[src/rtl/bcfs_pkg.sv]
// Shared constants, types and fixed-point helpers for the banded Cholesky solver.
`default_nettype none
package bcfs_pkg;
    localparam int VALUE_BITS = 32;
    localparam int FRAC_BITS  = 24;
    localparam int BAND_WIDTH = 4;
    localparam int HIST       = 3;

    typedef logic signed [VALUE_BITS-1:0] val_t;

    localparam val_t MAXV = val_t'({1'b0, {(VALUE_BITS-1){1'b1}}});
    localparam val_t MINV = val_t'({1'b1, {(VALUE_BITS-1){1'b0}}});

    // Operation codes for the shared arithmetic unit
    localparam logic [1:0] OP_MAC  = 2'd0;
    localparam logic [1:0] OP_DIV  = 2'd1;
    localparam logic [1:0] OP_SQRT = 2'd2;

    typedef struct packed {
        logic       start;
        logic [1:0] op;
        val_t       a;
        val_t       b;
        val_t       acc;
    } alu_req_t;

    typedef struct packed {
        logic done;
        val_t res;
    } alu_rsp_t;

    // Saturating add of two values
    function automatic val_t sat_add(input val_t x, input val_t y);
        logic signed [VALUE_BITS:0] s;
        begin
            s = {x[VALUE_BITS-1], x} + {y[VALUE_BITS-1], y};
            if (s > $signed({1'b0, MAXV})) sat_add = MAXV;
            else if (s < $signed({1'b1, MINV})) sat_add = MINV;
            else sat_add = s[VALUE_BITS-1:0];
        end
    endfunction

    // Saturating subtract x - y
    function automatic val_t sat_sub(input val_t x, input val_t y);
        logic signed [VALUE_BITS:0] s;
        begin
            s = {x[VALUE_BITS-1], x} - {y[VALUE_BITS-1], y};
            if (s > $signed({1'b0, MAXV})) sat_sub = MAXV;
            else if (s < $signed({1'b1, MINV})) sat_sub = MINV;
            else sat_sub = s[VALUE_BITS-1:0];
        end
    endfunction
endpackage
`default_nettype wire

[src/rtl/bcfs_alu.sv]
// Shared multi-cycle unit: rounded multiply-accumulate, fixed-point divide, square root.
`default_nettype none
module bcfs_alu (
    input  wire logic              clk,
    input  wire logic              rst_n,
    input  wire bcfs_pkg::alu_req_t req,
    output bcfs_pkg::alu_rsp_t      rsp
);
    localparam int VB = bcfs_pkg::VALUE_BITS;
    localparam int FB = bcfs_pkg::FRAC_BITS;
    localparam int QB = VB + FB;          // quotient bits before saturation
    localparam int RB = VB + 2;           // sqrt remainder width
    localparam int SRC = 2 * VB;          // sqrt radicand bits

    localparam logic [2:0] S_IDLE = 3'd0;
    localparam logic [2:0] S_MUL  = 3'd1;
    localparam logic [2:0] S_ACC  = 3'd2;
    localparam logic [2:0] S_DIV  = 3'd3;
    localparam logic [2:0] S_SQRT = 3'd4;
    localparam logic [2:0] S_DONE = 3'd5;

    logic [2:0]           state_reg, state_next;
    logic                 neg_reg;
    logic [VB-1:0]        ma_reg, mb_reg;
    bcfs_pkg::val_t       acc_reg;
    logic [2*VB-1:0]      prod_reg;
    logic [QB-1:0]        num_reg;    // shifts out dividend bits
    logic [QB-1:0]        quo_reg;
    logic [RB-1:0]        rem_reg;
    logic [VB-1:0]        root_reg;
    logic [SRC-1:0]       rad_reg;
    logic [5:0]           cnt_reg;
    bcfs_pkg::val_t       res_reg;

    logic [VB-1:0] amag, bmag;
    assign amag = req.a[VB-1] ? VB'(-req.a) : req.a;
    assign bmag = req.b[VB-1] ? VB'(-req.b) : req.b;

    // Rounded product magnitude, saturated
    logic [2*VB-1:0] prod_rnd;
    logic [VB-1:0]   mul_mag;
    bcfs_pkg::val_t  mul_val;
    always_comb
    begin
        prod_rnd = prod_reg + (2*VB)'(1) * (2*VB)'(1 << (FB-1));
        if (prod_rnd[2*VB-1:FB] > (2*VB-FB)'(bcfs_pkg::MAXV))
            mul_mag = VB'(bcfs_pkg::MAXV);
        else
            mul_mag = prod_rnd[FB+VB-1:FB];
        mul_val = neg_reg ? bcfs_pkg::val_t'(-mul_mag) : bcfs_pkg::val_t'(mul_mag);
    end

    // Restoring divide step
    logic [VB:0]   drem;
    logic          dfit;
    always_comb
    begin
        drem = {rem_reg[VB-1:0], num_reg[QB-1]};
        dfit = drem >= {1'b0, mb_reg};
    end

    // Square-root step on two radicand bits
    logic [RB-1:0] srem, strial;
    logic          sfit;
    always_comb
    begin
        srem   = {rem_reg[RB-3:0], rad_reg[SRC-1:SRC-2]};
        strial = {root_reg, 2'b01};
        sfit   = srem >= strial;
    end

    always_comb
    begin
        state_next = state_reg;
        unique case (state_reg)
            S_IDLE:
            begin
                if (req.start)
                begin
                    unique case (req.op)
                        bcfs_pkg::OP_MAC:  state_next = S_MUL;
                        bcfs_pkg::OP_DIV:  state_next = (req.b == '0) ? S_DONE : S_DIV;
                        bcfs_pkg::OP_SQRT: state_next = S_SQRT;
                        default:           state_next = S_DONE;
                    endcase
                end
            end
            S_MUL:  state_next = S_ACC;
            S_ACC:  state_next = S_DONE;
            S_DIV:  state_next = (cnt_reg == 6'(QB-1)) ? S_DONE : S_DIV;
            S_SQRT: state_next = (cnt_reg == 6'(VB-1)) ? S_DONE : S_SQRT;
            S_DONE: state_next = S_IDLE;
            default: state_next = S_IDLE;
        endcase
    end

    always_ff @(posedge clk or negedge rst_n)
    begin
        if (!rst_n)
            state_reg <= S_IDLE;
        else
            state_reg <= state_next;
    end

    // Datapath
    always_ff @(posedge clk)
    begin
        case (state_reg)
            S_IDLE:
            begin
                neg_reg <= req.a[VB-1] ^ req.b[VB-1];
                ma_reg  <= amag;
                mb_reg  <= bmag;
                acc_reg <= req.acc;
                num_reg <= {amag, {FB{1'b0}}};
                quo_reg <= '0;
                rem_reg <= '0;
                root_reg <= '0;
                rad_reg <= {req.a, {(SRC-VB){1'b0}}} >> (VB - FB);
                cnt_reg <= '0;
                res_reg <= '0;
            end
            S_MUL: prod_reg <= ma_reg * mb_reg;
            S_ACC: res_reg  <= bcfs_pkg::sat_add(acc_reg, mul_val);
            S_DIV:
            begin
                num_reg <= num_reg << 1;
                cnt_reg <= cnt_reg + 6'd1;
                if (dfit)
                begin
                    rem_reg <= RB'(drem - {1'b0, mb_reg});
                    quo_reg <= {quo_reg[QB-2:0], 1'b1};
                end
                else
                begin
                    rem_reg <= RB'(drem);
                    quo_reg <= {quo_reg[QB-2:0], 1'b0};
                end
            end
            S_SQRT:
            begin
                rad_reg <= rad_reg << 2;
                cnt_reg <= cnt_reg + 6'd1;
                if (sfit)
                begin
                    rem_reg  <= srem - strial;
                    root_reg <= {root_reg[VB-2:0], 1'b1};
                end
                else
                begin
                    rem_reg  <= srem;
                    root_reg <= {root_reg[VB-2:0], 1'b0};
                end
            end
            default: ;
        endcase
        // Finalize division and root on entering the done state
        if (state_reg == S_DIV && state_next == S_DONE)
        begin
            if ({quo_reg[QB-2:0], dfit} > QB'(bcfs_pkg::MAXV))
                res_reg <= neg_reg ? -bcfs_pkg::MAXV : bcfs_pkg::MAXV;
            else
                res_reg <= neg_reg ? bcfs_pkg::val_t'(-quo_reg[VB-2:0] * 2 - dfit)
                                   : bcfs_pkg::val_t'({quo_reg[VB-2:0], dfit});
        end
        if (state_reg == S_SQRT && state_next == S_DONE)
            res_reg <= bcfs_pkg::val_t'({root_reg[VB-2:0], sfit});
    end

    assign rsp.done = (state_reg == S_DONE);
    assign rsp.res  = res_reg;
endmodule
`default_nettype wire

[config.mk]
export PLATFORM = sky130hd
export DESIGN_NAME = bcfs_alu
export DESIGN_NICKNAME = d
export VERILOG_FILES = /design/src/rtl/bcfs_pkg.sv /design/src/rtl/bcfs_alu.sv
export SDC_FILE = /design/constraint.sdc
export NUM_CORES = 2
export LEC_CHECK = 0
export BUFFER_PORTS_ARGS = -buffer_cell sky130_fd_sc_hd__buf_2
export CORE_MARGIN = 3
export CORE_UTILIZATION = 25
export CTS_CLUSTER_SIZE = 25
export DETAILED_ROUTE_END_ITERATION = 6
export PLACE_DENSITY = 0.47
export SLEW_MARGIN = 20
export SYNTH_ARGS = -nofsm -noshare
export SYNTH_HDL_FRONTEND = slang
export SYNTH_SLANG_ARGS = --single-unit
[constraint.sdc]
create_clock -name clk -period 10.3 [get_ports clk]
set_clock_uncertainty 0.2 [all_clocks]
set_input_delay 1.545 -clock clk [delete_from_list [all_inputs] [get_ports clk]]
set_output_delay 1.545 -clock clk [all_outputs]
set_load 0.005 [all_outputs]
======== Word level (Yosys, flattened, before mapping) ========
Cells that the tools add are included.
operators by class
  add/sub/neg operators ................... 10
  multipliers ............................. 1
  $lt $le $gt $ge ......................... 6
  equal/unequal tests ..................... 10
  multiplexer cells ....................... 28
  bitwise operators ....................... 1
  reduce and logical (&&, ||, !) cells .... 11
operator list
  kind                                                                    count
  32-bit two-way mux                                                      12
  32-bit one-hot mux with 2 select lines                                  2
  64-bit one-hot mux with 2 select lines                                  1
  56-bit one-hot mux with 2 select lines                                  1
  55-bit one-hot mux with 2 select lines                                  1
  32-bit negator                                                          3
  32-bit one-hot mux with 3 select lines                                  1
  64-bit by 24-bit adder with 64-bit output, second input constant        1
  32-bit by 32-bit multiplier with 64-bit output                          1
  32-bit subtractor                                                       2
  56-bit by 31-bit > comparator with 1-bit output, second input constant  1
  40-bit by 31-bit > comparator with 1-bit output, second input constant  1
  34-bit greater-or-equal comparator                                      1
  32-bit by 32-bit adder with 33-bit output                               1
  33-bit by 32-bit greater-or-equal comparator with 1-bit output          1
  33-bit by 32-bit > comparator with 1-bit output, second input constant  1
  33-bit by 32-bit < comparator with 1-bit output, second input constant  1
  32-bit logical NOT                                                      1
  32-bit by 1-bit subtractor with 32-bit output                           1
  31-bit two-way mux                                                      1
  31-bit negator                                                          1
  3-bit one-hot mux with 5 select lines                                   1
  6-bit one-hot mux with 2 select lines                                   1
  3-bit equality test, second input constant                              3
  18 further kinds                                                        26
word-level totals
  register bits after elaboration ......... 441
  input port bits ......................... 101
  output and inout bits ................... 33
  logic and storage cells ................. 81

======== Depth between registers and ports, before layout ========
  depth in word-level cells ............... 12
  depth in mapped cells ................... 34
  depth with buffers taken out ............ 30

======== Worst setup path after synthesis ========
No wires, ideal clock.
  path type ............................... reg-to-reg
  from .................................... reg state_reg[1]
  to ...................................... reg num_reg[24], enable pin
  data arrival time ....................... 9.620 ns
  required time ........................... 9.645 ns
  path slack .............................. 0.024 ns
  stages on the path, launching flop included .. 4
  buffers on the path ..................... 1
  period minus slack after synthesis ...... 10.276 ns
  cells stage by stage .................... dfrtp_1 > clkbuf_1 > nor3_1 > nand2b_1
between the ends
  word-level cells in the longest chain between the ends .. 2
  elaborated cells on any way between the ends .. 3
  those cells by class .................... eq/ne: 1; reduce/logical: 2
ends and longest elaborated chain
  what                                                                                 RTL line         source
  start: declaration                                                                   bcfs_alu.sv:22   logic [2:0] state_reg, state_next;
  start signal: assignment                                                             bcfs_alu.sv:102  state_reg <= state_next;
  3-bit by 2-bit equality test with 1-bit output or 3-bit logical NOT (tied branches)  bcfs_alu.sv:108  case (state_reg)
  2-bit nonzero test (no line) *                                                       --
  end signal: assignment                                                               bcfs_alu.sv:115  num_reg <= {amag, {FB{1'b0}}};
  end signal: assignment                                                               bcfs_alu.sv:127  num_reg <= num_reg << 1;
  end: declaration                                                                     bcfs_alu.sv:27   logic [QB-1:0] num_reg;
Every way passes the cells marked *; elsewhere a longest branch is shown, timed or not.
A chain may end at the register's enable or synchronous reset.

======== Worst setup path after layout ========
  from .................................... reg mb_reg[2]
  to ...................................... reg prod_reg[57] (data pin)
between the ends
  word-level cells in the longest chain between the ends .. 1
ends and longest elaborated chain
  what                                            RTL line         source
  start: declaration                              bcfs_alu.sv:24   logic [VB-1:0] ma_reg, mb_reg;
  start signal: assignment                        bcfs_alu.sv:113  mb_reg <= bmag;
  32-bit by 32-bit multiplier with 64-bit output  bcfs_alu.sv:123  S_MUL: prod_reg <= ma_reg * mb_reg;
  end signal: assignment                          bcfs_alu.sv:123
  end: declaration                                bcfs_alu.sv:26   logic [2*VB-1:0] prod_reg;
Every way passes these cells.

==> impl_metrics.csv <==
group,metric,value,unit
outcome,status,"finished clean",
sta,finalHoldViolations,0,
setup_path,crit_path_end_kind,"flip-flop",
grt,antenna_found_initial,22,
cts,cts_root_buffer,"clkbuf_16",
finish,largest_register_ffs,55,
finish,drive_gt1_share,6.892,%
min_path,hold-path-cell-count,2,
floorplanning,io_pins,134,
floorplanning,rows,172,
sta,drv_slew,0,
cts,cts_inserted_buffers,51,
setup_path,cp_slowest_stage_delay,0.85,ns
cts,cts.sinks,370,
sta,fin_crit,9.778,ns
setup_path,crit_family,"adder cells",
sta,min_period_over_period,94.93,%
synthesis,synth-seq-area-share,19.94,%
min_path,hp-class,"flip-flop to flip-flop",
sta,rsz0062_at_grt,"no",
sta,max_freq,102.3,MHz
cts,hold_buffers,0,
drt,drt-total-wl,192.8,mm
drt,drc_errors,0,
synthesis,synth_edf_count,367,
synthesis,yosysTopAreaCell,"fa_1",
sta,tightest_slew,1.187,ns
synthesis,netlist_instances,6106,
setup_path,crit_fanout,16,
cts,htreeDepth,2,
finish,mostFrequentLayoutCells,"1,078 x nand2_1, 1,071 x inv_1, 897 x fa_1",
cts,clk_latency,0.72,ns
finish,final_common_cell,"nand2_1",
floorplanning,initial_utilization,25.22,%
flow_run,maxCapViolCount,0,
place,dp_hpwl,152.7,mm
grt,grt_usage,16.94,%
drt,first_iter_violations,3381,
setup_path,critical_path_arrival,9.93,ns
setup_path,r2r-start,"mb_reg[2]",
grt,grt_pass1_wl,293.1,mm
setup_path,ff2ff_setup_slack,0.52,ns
cts,cts.clk_slew.worst_paths,0.06,ns
grt,grt_max_degree,98,
grt,grt_pass1_vias,44860,
sta,setup_viol,0,
setup_path,r2r_end,"prod_reg[57]",
synthesis,synthTopCellsByArea,"fa_1 32%, edfxtp_1 20%, ha_1 8.3%",
synthesis,synth_nets,7471,
synthesis,synth_warnings,0,
floorplanning,core_area,220600,um2
finish,area_delta_synth_final,11.26,%
synthesis,synth.distinct_cells,91,
synthesis,async_flop_share,0.8108,%
finish,nets,7492,
synthesis,synth_flop_cell,"edfxtp_1",
synthesis,ys_ff_latch,370,
drt,ant_nets,0,
cts,cts-resized-gates,0,
drt,via_count,42950,
cts,tritoncts,"yes",
setup_path,slowest_stage,"edfxtp_1",
setup_path,startpoint_type,"flip-flop",
drt,wl_per_cell,21.10,um
drt,dr.pass1.iters,5,
floorplanning,die_h,477.8,um
sta,relSlewSlack,20.90,%
setup_path,reg2reg_depth,31,
place,gp_congestion,0.8929,
floorplanning,die_area,228200,um2
setup_path,crit_required,10.45,ns
min_path,holdCritStartpoint,"rad_reg[51]",
cts,cts_setup_buffers,0,
setup_path,path_class,"flip-flop to flip-flop",
min_path,holdPathEnd,"rad_reg[53]",
synthesis,synth_top_area_share,32.28,%
synthesis,avgSynthCellArea,9.112,um2
sta,finalSetupTns,0,ns
floorplanning,die_w,477.8,um
grt,grt_overflow_total,0,
place,numPortBuffers,133,
cts,max-clock-path-buffers,3,
drt,via_per_inst,4.702,
synthesis,synth_area,55640,um2
setup_path,cp_num_buf_inv,10,
## cell families after synthesis
kind of cell | Yosys count | synth area share (%)
and+or+nand+nor | 2078 | 17.06
buffers and inverters | 1388 | 9.416
adders and majority gates | 1264 | 40.53
AOI/OAI and AO/OA | 711 | 8.253
DFF | 370 | 19.94
xor gates and xnor gates | 237 | 3.731
muxes | 58 | 1.068
## layer usage
layer  part of all wire, %  wire length, um  GRT usage, %
met1                    46            89630         24.53
met4                   2.9             5510         4.713
met2                    44            85190         26.29
met3                   6.4            12420         2.314
met5                0.0067               13             0
## cells in the mapped netlist (18+ instances only)
cell type	number
or3_1	29
nand2_1	1080
nand4_1	45
mux2i_1	47
clkbuf_1	299
a21oi_1	166
ha_1	367
and2_1	238
nor2_1	320
o22ai_1	45
o211ai_1	23
nor4_1	26
a21o_1	79
nand2b_1	31
a22oi_1	19
inv_1	1071
nand3_1	67
and3_1	86
edfxtp_1	367
o21a_1	22
or4_1	18
o21ai_0	162
a31oi_1	29
nor3_1	66
xor2_1	78
fa_1	897
xnor2_1	159
## metrics by stage
stage / util, % / instance area, um2 / instances / setup slack [ns] / hold WS [ns]
3_3_place_gp: 27.23 / 60060 / 9030 / 0.9144 / 0.2950
3_5_place_dp: 27.23 / 60080 / 9030 / 0.7945 / 0.2927
2_1_floorplan: - / 55640 / 6106 / 0.02405 / 0.2836
6_report: 28.06 / 61900 / 9134 / 0.5217 / 0.2997
4_1_cts: 28.03 / 61840 / 9123 / 0.6109 / 0.2980
5_1_grt: 28.06 / 61890 / 9129 / 0.1192 / 0.3266
## cell type report
| cell class | instances | area (um2) |
|---|---|---|
| fill | 23550 | 158700 |
| multi-input combinational | 4348 | 39400 |
| sequential | 370 | 11100 |
| inverter | 1072 | 4024 |
| tap | 2958 | 3701 |
| timing repair buffer | 284 | 1889 |
| clock buffer | 55 | 1291 |
| clock inverter | 38 | 474.2 |
| antenna | 9 | 22.52 |
## tightest hold or removal path, delay by kind of cell (launching register included)
kind,cells,cell delay [ns]
and+or+nand+nor,2,0.09
DFF,1,0.32
## worst max-delay path by stage
| stage | from | end | slack, ns | cells past startpoint |
|---|---|---|---|---|
| finish | mb_reg[2] | prod_reg[57] | 0.52 | 31 |
| global route | mb_reg[2] | prod_reg[57] | 0.12 | 31 |
| CTS | mb_reg[2] | prod_reg[57] | 0.61 | 31 |
| global placement | mb_reg[2] | prod_reg[57] | 0.91 | 31 |
| floorplan | state_reg[1] | num_reg[24] | 0.02 | 3 |
| detailed placement | mb_reg[2] | prod_reg[57] | 0.79 | 31 |
Power is left out: the tool's default activity adds up to more than one toggle a clock period on the data nets, which glitch-free logic cannot reach.
